==> src/clock_second_chance_victim_select_assert.svh <==
// ----------------------------------------------------------------------------
// Assertion macros for the clock victim selector
// Shared property forms, clocked on aclk and held off while aresetn is low.
// ----------------------------------------------------------------------------
`ifndef CLOCK_SECOND_CHANCE_VICTIM_SELECT_ASSERT_SVH
`define CLOCK_SECOND_CHANCE_VICTIM_SELECT_ASSERT_SVH

// Same-cycle implication.
`define CVS_ASSERT_NOW(label, ante, cons) \
    label: assert property (@(posedge aclk) disable iff (!aresetn) (ante) |-> (cons)) \
        else $error("same-cycle check failed");

// Next-cycle implication.
`define CVS_ASSERT_NEXT(label, ante, cons) \
    label: assert property (@(posedge aclk) disable iff (!aresetn) (ante) |=> (cons)) \
        else $error("next-cycle check failed");

`endif

==> src/cvs_pkg.sv <==
`timescale 1ns / 1ps
// ----------------------------------------------------------------------------
// cvs_pkg
// Types, sizes and codes of the clock (second chance) victim selector.
// ----------------------------------------------------------------------------
package cvs_pkg;

    localparam int MAX_SLOTS = 16;
    localparam int SLOT_W    = $clog2(MAX_SLOTS);
    localparam int NUM_W     = $clog2(MAX_SLOTS + 1);
    localparam int STEP_W    = $clog2(2 * MAX_SLOTS + 1);

    localparam int CMD_W     = 3;
    localparam int SLOT_IN_W = 4;
    localparam int STATUS_W  = 2;
    localparam int VICTIM_W  = 4;
    localparam int FIX_W     = 4;
    localparam int CFG_W     = 5;
    localparam int CFG_IDX_W = 1;

    localparam logic [FIX_W-1:0] FIX_MAX = '1;

    // Commands
    localparam logic [CMD_W-1:0] CMD_ALLOCATE  = 3'd0;
    localparam logic [CMD_W-1:0] CMD_REFERENCE = 3'd1;
    localparam logic [CMD_W-1:0] CMD_FIX       = 3'd2;
    localparam logic [CMD_W-1:0] CMD_UNFIX     = 3'd3;
    localparam logic [CMD_W-1:0] CMD_DIRTY     = 3'd4;
    localparam logic [CMD_W-1:0] CMD_CLEAN     = 3'd5;

    // Status codes
    localparam logic [STATUS_W-1:0] STATUS_OK          = 2'd0;
    localparam logic [STATUS_W-1:0] STATUS_NO_UNFIXED  = 2'd1;
    localparam logic [STATUS_W-1:0] STATUS_UNSUPPORTED = 2'd2;

    // Configuration register indexes
    localparam logic [CFG_IDX_W-1:0] REG_SLOTS_IN_USE = 1'd0;
    localparam logic [CFG_IDX_W-1:0] REG_BULK_FLUSH   = 1'd1;

    typedef struct packed {
        logic [CMD_W-1:0]     command;
        logic [SLOT_IN_W-1:0] slot;
    } cvs_req_t;

    typedef struct packed {
        logic [STATUS_W-1:0] status;
        logic [VICTIM_W-1:0] victim;
        logic                flush_needed;
        logic                delete_needed;
    } cvs_rsp_t;

    typedef struct packed {
        logic             ref_bit;
        logic [FIX_W-1:0] fix_count;
        logic             dirty;
        logic             valid;
    } slot_entry_t;

endpackage

==> src/clock_second_chance_victim_select.sv <==
// Flow: a non-allocate request updates its slot, then loads its response;
// an allocate sweeps at most 2*N slots, N being the slots in use.
// Throughput: one request at a time; the next is taken once the response is
// loaded, which waits while the output register is full; an allocate is
// bound by the single slot-table port that the hand walks one slot per cycle.
// Reset (aresetn low, synchronous) clears all slot bits and the hand at once.
`timescale 1ns / 1ps
`include "clock_second_chance_victim_select_assert.svh"
// ----------------------------------------------------------------------------
// clock_second_chance_victim_select
// Buffer-pool victim selector under the clock (second chance) rule. A small
// sequencer steps one shared slot-table port and hand incrementer.
// ----------------------------------------------------------------------------
module clock_second_chance_victim_select
    import cvs_pkg::*;
(
    input  logic                 aclk,
    input  logic                 aresetn,
    // configuration writes
    input  logic                 cfg_wr_en,
    input  logic [CFG_IDX_W-1:0] cfg_addr,
    input  logic [CFG_W-1:0]     cfg_wdata,
    // request channel
    input  logic                 s_valid,
    output logic                 s_ready,
    input  cvs_req_t             s_req,
    // response channel
    output logic                 m_valid,
    input  logic                 m_ready,
    output cvs_rsp_t             m_rsp
);

    typedef enum logic [1:0] {
        ST_IDLE,
        ST_UPDATE,
        ST_SWEEP,
        ST_FINISH
    } state_t;

    state_t                 state_reg, state_next;
    slot_entry_t            tbl_reg  [MAX_SLOTS];
    slot_entry_t            tbl_next [MAX_SLOTS];
    logic [SLOT_W-1:0]      clock_hand_reg, clock_hand_next;
    logic [CFG_W-1:0]       slots_in_use_reg, slots_in_use_next;
    logic                   bulk_flush_reg, bulk_flush_next;
    logic                   m_valid_reg, m_valid_next;
    cvs_rsp_t               m_rsp_reg, m_rsp_next;

    // per-request working registers
    logic [CMD_W-1:0]       cmd_reg, cmd_next;
    logic [SLOT_W-1:0]      slot_reg, slot_next;
    logic [SLOT_W-1:0]      hand_reg, hand_next;
    logic [NUM_W-1:0]       n_reg, n_next;
    logic [STEP_W-1:0]      step_reg, step_next;
    cvs_rsp_t               rsp_reg, rsp_next;

    logic [NUM_W-1:0]       n_eff;
    logic [NUM_W-1:0]       hand_p1;
    logic [SLOT_W-1:0]      hand_inc;
    logic [SLOT_W-1:0]      rd_idx;
    slot_entry_t            cur;
    slot_entry_t            upd;
    logic                   slot_ok;

    assign s_ready = (state_reg == ST_IDLE);
    assign m_valid = m_valid_reg;
    assign m_rsp   = m_rsp_reg;

    // Clamp the slots-in-use register into 1..MAX_SLOTS.
    always_comb begin
        if (slots_in_use_reg == '0) begin
            n_eff = NUM_W'(1);
        end else if (32'(slots_in_use_reg) > 32'(MAX_SLOTS)) begin
            n_eff = NUM_W'(MAX_SLOTS);
        end else begin
            n_eff = NUM_W'(slots_in_use_reg);
        end
    end

    // Shared hand incrementer, wrapping at the slots in use.
    assign hand_p1  = NUM_W'(hand_reg) + NUM_W'(1);
    assign hand_inc = (hand_p1 == n_reg) ? '0 : SLOT_W'(hand_p1);

    // Single table read port: the hand during a sweep, else the request slot.
    assign rd_idx  = (state_reg == ST_SWEEP) ? hand_reg : slot_reg;
    assign cur     = tbl_reg[rd_idx];
    assign slot_ok = 32'(s_req.slot) < 32'(MAX_SLOTS);

    always_comb begin
        state_next        = state_reg;
        tbl_next          = tbl_reg;
        clock_hand_next   = clock_hand_reg;
        slots_in_use_next = slots_in_use_reg;
        bulk_flush_next   = bulk_flush_reg;
        m_valid_next      = m_valid_reg;
        m_rsp_next        = m_rsp_reg;
        cmd_next          = cmd_reg;
        slot_next         = slot_reg;
        hand_next         = hand_reg;
        n_next            = n_reg;
        step_next         = step_reg;
        rsp_next          = rsp_reg;
        upd               = cur;

        // Unguarded configuration writes; the user issues them only while idle.
        if (cfg_wr_en) begin
            case (cfg_addr)
                REG_SLOTS_IN_USE: slots_in_use_next = cfg_wdata;
                REG_BULK_FLUSH:   bulk_flush_next   = cfg_wdata[0];
                default:          ;
            endcase
        end

        // Drop the response once the consumer takes it.
        if (m_valid_reg && m_ready) begin
            m_valid_next = 1'b0;
        end

        case (state_reg)
            ST_IDLE: begin
                if (s_valid) begin
                    cmd_next  = s_req.command;
                    slot_next = SLOT_W'(s_req.slot);
                    n_next    = n_eff;
                    // A hand left beyond a lowered slot count restarts at slot 0.
                    hand_next = (NUM_W'(clock_hand_reg) >= n_eff) ? '0 : clock_hand_reg;
                    step_next = '0;
                    rsp_next  = '0;
                    if (s_req.command == CMD_ALLOCATE) begin
                        if (bulk_flush_reg) begin
                            rsp_next.status = STATUS_UNSUPPORTED;
                            state_next      = ST_FINISH;
                        end else begin
                            state_next = ST_SWEEP;
                        end
                    end else if (slot_ok) begin
                        state_next = ST_UPDATE;
                    end else begin
                        state_next = ST_FINISH;
                    end
                end
            end

            ST_UPDATE: begin
                case (cmd_reg)
                    CMD_REFERENCE: begin
                        upd.ref_bit = 1'b1;
                        upd.valid   = 1'b1;
                    end
                    CMD_FIX: begin
                        if (cur.fix_count != FIX_MAX) begin
                            upd.fix_count = cur.fix_count + FIX_W'(1);
                        end
                    end
                    CMD_UNFIX: begin
                        if (cur.fix_count != '0) begin
                            upd.fix_count = cur.fix_count - FIX_W'(1);
                        end
                    end
                    CMD_DIRTY: upd.dirty = 1'b1;
                    CMD_CLEAN: upd.dirty = 1'b0;
                    default:   ;
                endcase
                tbl_next[slot_reg] = upd;
                state_next         = ST_FINISH;
            end

            ST_SWEEP: begin
                if (step_reg == STEP_W'({n_reg, 1'b0})) begin
                    // Two full sweeps without a victim: leave the hand here.
                    clock_hand_next = hand_reg;
                    rsp_next.status = STATUS_NO_UNFIXED;
                    state_next      = ST_FINISH;
                end else if (cur.fix_count == '0 && !cur.ref_bit) begin
                    rsp_next.status        = STATUS_OK;
                    rsp_next.victim        = VICTIM_W'(hand_reg);
                    rsp_next.flush_needed  = cur.dirty;
                    rsp_next.delete_needed = cur.valid;
                    upd.dirty              = 1'b0;
                    upd.valid              = 1'b0;
                    tbl_next[hand_reg]     = upd;
                    clock_hand_next        = hand_inc;
                    state_next             = ST_FINISH;
                end else begin
                    // Second chance: clear the reference bit of an unfixed slot.
                    if (cur.fix_count == '0) begin
                        upd.ref_bit        = 1'b0;
                        tbl_next[hand_reg] = upd;
                    end
                    hand_next = hand_inc;
                    step_next = step_reg + STEP_W'(1);
                end
            end

            ST_FINISH: begin
                // Hold the result until the output register is free.
                if (!m_valid_reg || m_ready) begin
                    m_valid_next = 1'b1;
                    m_rsp_next   = rsp_reg;
                    state_next   = ST_IDLE;
                end
            end

            default: state_next = ST_IDLE;
        endcase
    end

    always_ff @(posedge aclk) begin
        if (!aresetn) begin
            state_reg        <= ST_IDLE;
            for (int i = 0; i < MAX_SLOTS; i++) begin
                tbl_reg[i] <= '0;
            end
            clock_hand_reg   <= '0;
            slots_in_use_reg <= CFG_W'(MAX_SLOTS);
            bulk_flush_reg   <= 1'b0;
            m_valid_reg      <= 1'b0;
        end else begin
            state_reg        <= state_next;
            tbl_reg          <= tbl_next;
            clock_hand_reg   <= clock_hand_next;
            slots_in_use_reg <= slots_in_use_next;
            bulk_flush_reg   <= bulk_flush_next;
            m_valid_reg      <= m_valid_next;
            m_rsp_reg        <= m_rsp_next;
            cmd_reg          <= cmd_next;
            slot_reg         <= slot_next;
            hand_reg         <= hand_next;
            n_reg            <= n_next;
            step_reg         <= step_next;
            rsp_reg          <= rsp_next;
        end
    end

    // ------------------------------------------------------------------------
    // Assertions
    // ------------------------------------------------------------------------
    // An error response carries no victim information.
    `CVS_ASSERT_NOW(a_err_fields_zero,
        m_valid_reg && m_rsp_reg.status != STATUS_OK,
        m_rsp_reg.victim == '0 && !m_rsp_reg.flush_needed && !m_rsp_reg.delete_needed)
    // The sweep never runs past two rounds.
    `CVS_ASSERT_NOW(a_sweep_bound,
        state_reg == ST_SWEEP,
        32'(step_reg) <= 2 * 32'(n_reg))
    // The hand stays within the slots in use while sweeping.
    `CVS_ASSERT_NOW(a_hand_in_range,
        state_reg == ST_SWEEP,
        NUM_W'(hand_reg) < n_reg && n_reg != '0)
    // An allocate in bulk-flush mode goes straight to the response.
    `CVS_ASSERT_NEXT(a_bulk_refused,
        s_valid && s_ready && s_req.command == CMD_ALLOCATE && bulk_flush_reg,
        state_reg == ST_FINISH && rsp_reg.status == STATUS_UNSUPPORTED)

endmodule

==> config.mk <==
export PLATFORM = sky130hd
export DESIGN_NAME = clock_second_chance_victim_select
export DESIGN_NICKNAME = d
export VERILOG_FILES = /design/src/cvs_pkg.sv /design/src/clock_second_chance_victim_select.sv
export VERILOG_INCLUDE_DIRS = /design/src /design/src/src
export SDC_FILE = /design/constraint.sdc
export NUM_CORES = 1
export LEC_CHECK = 0
export BUFFER_PORTS_ARGS = -buffer_cell sky130_fd_sc_hd__buf_2
export CAP_MARGIN = 30
export CORE_ASPECT_RATIO = 0.9
export CORE_UTILIZATION = 25
export CTS_BUF_LIST = sky130_fd_sc_hd__clkbuf_4
export DETAILED_ROUTE_END_ITERATION = 6
export HOLD_SLACK_MARGIN = 0.06
export PLACE_DENSITY = 0.48
export SYNTH_ARGS = -nofsm -noshare
export SYNTH_HDL_FRONTEND = slang
export SYNTH_SLANG_ARGS = --single-unit
export TNS_END_PERCENT = 5
==> constraint.sdc <==
create_clock -name aclk -period 5.8 [get_ports aclk]
set_input_delay 0.58 -clock aclk [delete_from_list [all_inputs] [get_ports aclk]]
set_output_delay 0.58 -clock aclk [all_outputs]
set_load 0.01 [all_outputs]
==> flow_metrics.env <==
export IMPL_min_path_type="primary input to register"
export IMPL_drt_met1_wl_mm=13.99
export IMPL_holdBufCountCts=0
export IMPL_synth_cell_types=71
export IMPL_layout_nets=988
export IMPL_ys_seq_elements=163
export IMPL_drt_first_pass_iters=5
export IMPL_peakVddDrop_mv=0.1456
export IMPL_slew_headroom_pct=34.25
export IMPL_grt_antenna_before_repair=1
export IMPL_switching_power_uw=1584
export IMPL_cts_sinks=163
export IMPL_viasPerCell=5.334
export IMPL_outcome="finished clean"
export IMPL_seq_area_frac_synth_pct=41.66
export IMPL_max_cap_viol_count=0
export IMPL_die_y_um=179.4
export IMPL_cts_tree="yes"
export IMPL_drtIter0Drc=752
export IMPL_dieArea_um2=35740
export IMPL_fmax_ghz=0.2109
export IMPL_portBuffers=27
export IMPL_syn_nets=990
export IMPL_grt_max_degree=69
export IMPL_cts_resized=0
export IMPL_route_met2_wl_mm=12.57
export IMPL_avgSynthCellArea_um2=9.148
export IMPL_tns_ps=0
export IMPL_arrival_ps=5240
export IMPL_top_layer="met4"
export IMPL_p_int_uw=1974
export IMPL_dpl_hpwl_mm=21.41
export IMPL_gp_congestion=0.9110
export IMPL_ys_async_sr_fraction_pct=0
export IMPL_post_route_drc_count=0
export IMPL_drive_gt1_share_pct=13.24
export IMPL_final_area_um2=9582
export IMPL_syn_area_um2=8746
export IMPL_vias=7627
export IMPL_seqPwrFrac_pct=40.1
export IMPL_cts_path_max_buffers=2
export IMPL_clock_skew_ps=36.62
export IMPL_grt_overflow=0
export IMPL_synth_largest_area_cell="dfxtp_1"
export IMPL_finalMaxSlewViolations=0
export IMPL_dr_wl_met3_mm=1.950
export IMPL_post_drt_wl_per_cell_um=20.34
export IMPL_setup_viol=0
export IMPL_hold_viol=0
export IMPL_synthTopCellsByArea="dfxtp_1, edfxtp_1, mux4_2"
export IMPL_switching_share_pct=44.52
export IMPL_syn2layout_area_growth_pct=9.557
export IMPL_place_area_um2=9324
export IMPL_clkLatencyLatePin_ps=580
export IMPL_drtAntennaViolNets=0
export IMPL_pin_count=28
export IMPL_leakage_uw=0.003251
export IMPL_required_ps=6300
export IMPL_clk_pin_slew_ps=170
export IMPL_worst_setup_path_end_kind="register"
export IMPL_fin_crit_sh_pct=81.76
export IMPL_synthFlopType="dfxtp_1"
export IMPL_p_clk_share_pct=18.5
export IMPL_dieWidth_um=199.2
export IMPL_grt_usage_pct=16.62
export IMPL_cts_root_buf="clkbuf_4"
export IMPL_grt_first_pass_wirelength_mm=45.48
export IMPL_pwr_density_cell_nw_per_um2=371.3
export IMPL_numCtsBuffers=17
export IMPL_initial_core_util_pct=25.58
export IMPL_largest_reg_flops=112
export IMPL_worst_slew_pin_slew_ps=986.3
export IMPL_final_seq_area_um2=3643
export IMPL_synth_edf_count=38
export IMPL_period_needed_ps=4742
export IMPL_yosys_warnings=0
export IMPL_power_uw=3558
export IMPL_drt_total_wl_mm=29.09
export IMPL_crit_type="register to register"
export IMPL_synth_top_area_share_pct=28.61
export IMPL_rsz0062_at_grt="no"
export IMPL_worst_setup_path_start_kind="register"
export IMPL_crit_fanout=22
export IMPL_nFillCells=3675
export IMPL_grt_pass1_vias=7390
export IMPL_multi_input_area_um2=4708
export IMPL_rows=64
export IMPL_cts_setup_buffers=0
export IMPL_syn_inst=956
export IMPL_core_area_um2=34190
export IMPL_cts_max_level=4
export IMPL_pwr_share_comb_pct=41.4
-- final cells by class --
class	instances	area share (%)
multi-input combinational	701	49.14
sequential	163	38.03
tap	462	6.033
timing repair buffer	52	3.369
clock buffer	18	1.410
clock inverter	14	1.254
inverter	19	0.7443
antenna	1	0.02612
-- final timing paths --
kind / startpoint / end / slack (ps) / cells past startpoint
min: s_req[5] / cmd_reg[1]$_DFFE_PP_ / 200 / 1
min reg2reg: rsp_reg[5]$_SDFFCE_PP0P_ / m_rsp[5]$_DFFE_PP_ / 440 / 0
max: state_reg[0]$_SDFFE_PN0P_ / tbl_reg[78]$_SDFFE_PN0P_ / 1060 / 12
max reg2reg: state_reg[0]$_SDFFE_PN0P_ / tbl_reg[78]$_SDFFE_PN0P_ / 1060 / 12
-- metal layers --
metal,GRT usage (%),vias to the layer above
met5,0,-
met4,5.077,0
met3,3.471,34
met2,23.61,299
met1,24.78,3718
li1,-,3576
-- cells by family after synthesis --
family	share of synthesized area (%)
xor gates and xnor gates	1.502
adders and majority gates	2.289
buffers and inverters	4.606
AOI/OAI and AO/OA	20.64
muxes	10.21
DFF	41.66
and+or+nand+nor	19.08
-- synth_stat cells (4+ instances only) --
| cell type | count |
|---|---|
| o2111ai_1 | 16 |
| nand3_1 | 78 |
| or2_2 | 4 |
| xnor2_1 | 10 |
| mux4_2 | 25 |
| and3_1 | 8 |
| a22oi_1 | 14 |
| a21oi_1 | 55 |
| dfxtp_1 | 125 |
| o22ai_1 | 6 |
| edfxtp_1 | 38 |
| nor2_1 | 93 |
| mux2i_1 | 26 |
| nor3_1 | 10 |
| or3_1 | 4 |
| o21ai_0 | 39 |
| ha_1 | 16 |
| a211oi_1 | 17 |
| and2_1 | 15 |
| a21boi_0 | 5 |
| a32o_1 | 6 |
| buf_4 | 5 |
| buf_2 | 13 |
| o211ai_1 | 26 |
| nand4_1 | 5 |
| o22a_1 | 4 |
| xor2_1 | 5 |
| clkbuf_1 | 48 |
| nand2b_1 | 12 |
| nor2b_1 | 11 |
| nand2_1 | 104 |
| o221ai_1 | 30 |
| inv_1 | 17 |
| buf_1 | 4 |
-- critical path: stages (launching register included) --
cell	delay [ps]
dfxtp_1	360
inv_1	120
ha_1	530
mux2i_4	520
buf_4	340
mux4_2	350
a22oi_2	150
and2_4	340
ha_1	350
and3_1	220
a41oi_1	330
or3_1	730
o221ai_1	290
-- per-stage QoR --
| stage | setup slack, ps | instances | hold slack, ps | utilization, % |
|---|---|---|---|---|
| finish | 1058 | 1430 | 196.9 | 28.02 |
| global route | 802.7 | 1430 | 145.7 | 28.02 |
| CTS | 1103 | 1429 | 168.2 | 28.02 |
| detailed placement | 1170 | 1397 | 404.5 | 27.27 |
| global placement | 1226 | 1397 | 408.9 | 27.27 |
| floorplan | 1445 | 956 | 400.3 | - |
-- power by group through the flow --
| stage | clock (uW) | sequential (uW) | combinational, uW |
|---|---|---|---|
| global placement | 0 | 1450 | 1450 |
| global route | 718 | 1440 | 1590 |
| CTS | 672 | 1430 | 1450 |
| floorplan | 0 | 1390 | 1050 |
| finish | 658 | 1430 | 1470 |
| detailed placement | 0 | 1450 | 1440 |
-- placed cells by master, fill, tap and decap left out, types with 8 or more instances in the layout --
| cell | netlist | routed |
|---|---|---|
| a211oi_1 | 17 | 17 |
| a21oi_1 | 55 | 55 |
| a22oi_1 | 14 | 14 |
| and2_1 | 15 | 15 |
| and3_1 | 8 | 8 |
| buf_2 | 13 | 27 |
| buf_4 | 5 | 25 |
| clkbuf_4 | 0 | 18 |
| dfxtp_1 | 125 | 125 |
| edfxtp_1 | 38 | 38 |
| ha_1 | 16 | 16 |
| inv_1 | 17 | 16 |
| mux2i_1 | 26 | 26 |
| mux4_2 | 25 | 25 |
| nand2_1 | 104 | 104 |
| nand2b_1 | 12 | 12 |
| nand3_1 | 78 | 78 |
| nor2_1 | 93 | 93 |
| nor2b_1 | 11 | 11 |
| nor3_1 | 10 | 10 |
| o2111ai_1 | 16 | 16 |
| o211ai_1 | 26 | 26 |
| o21ai_0 | 39 | 39 |
| o221ai_1 | 30 | 30 |
| xnor2_1 | 10 | 10 |
No activity file was read; power rests on OpenSTA's default activity.
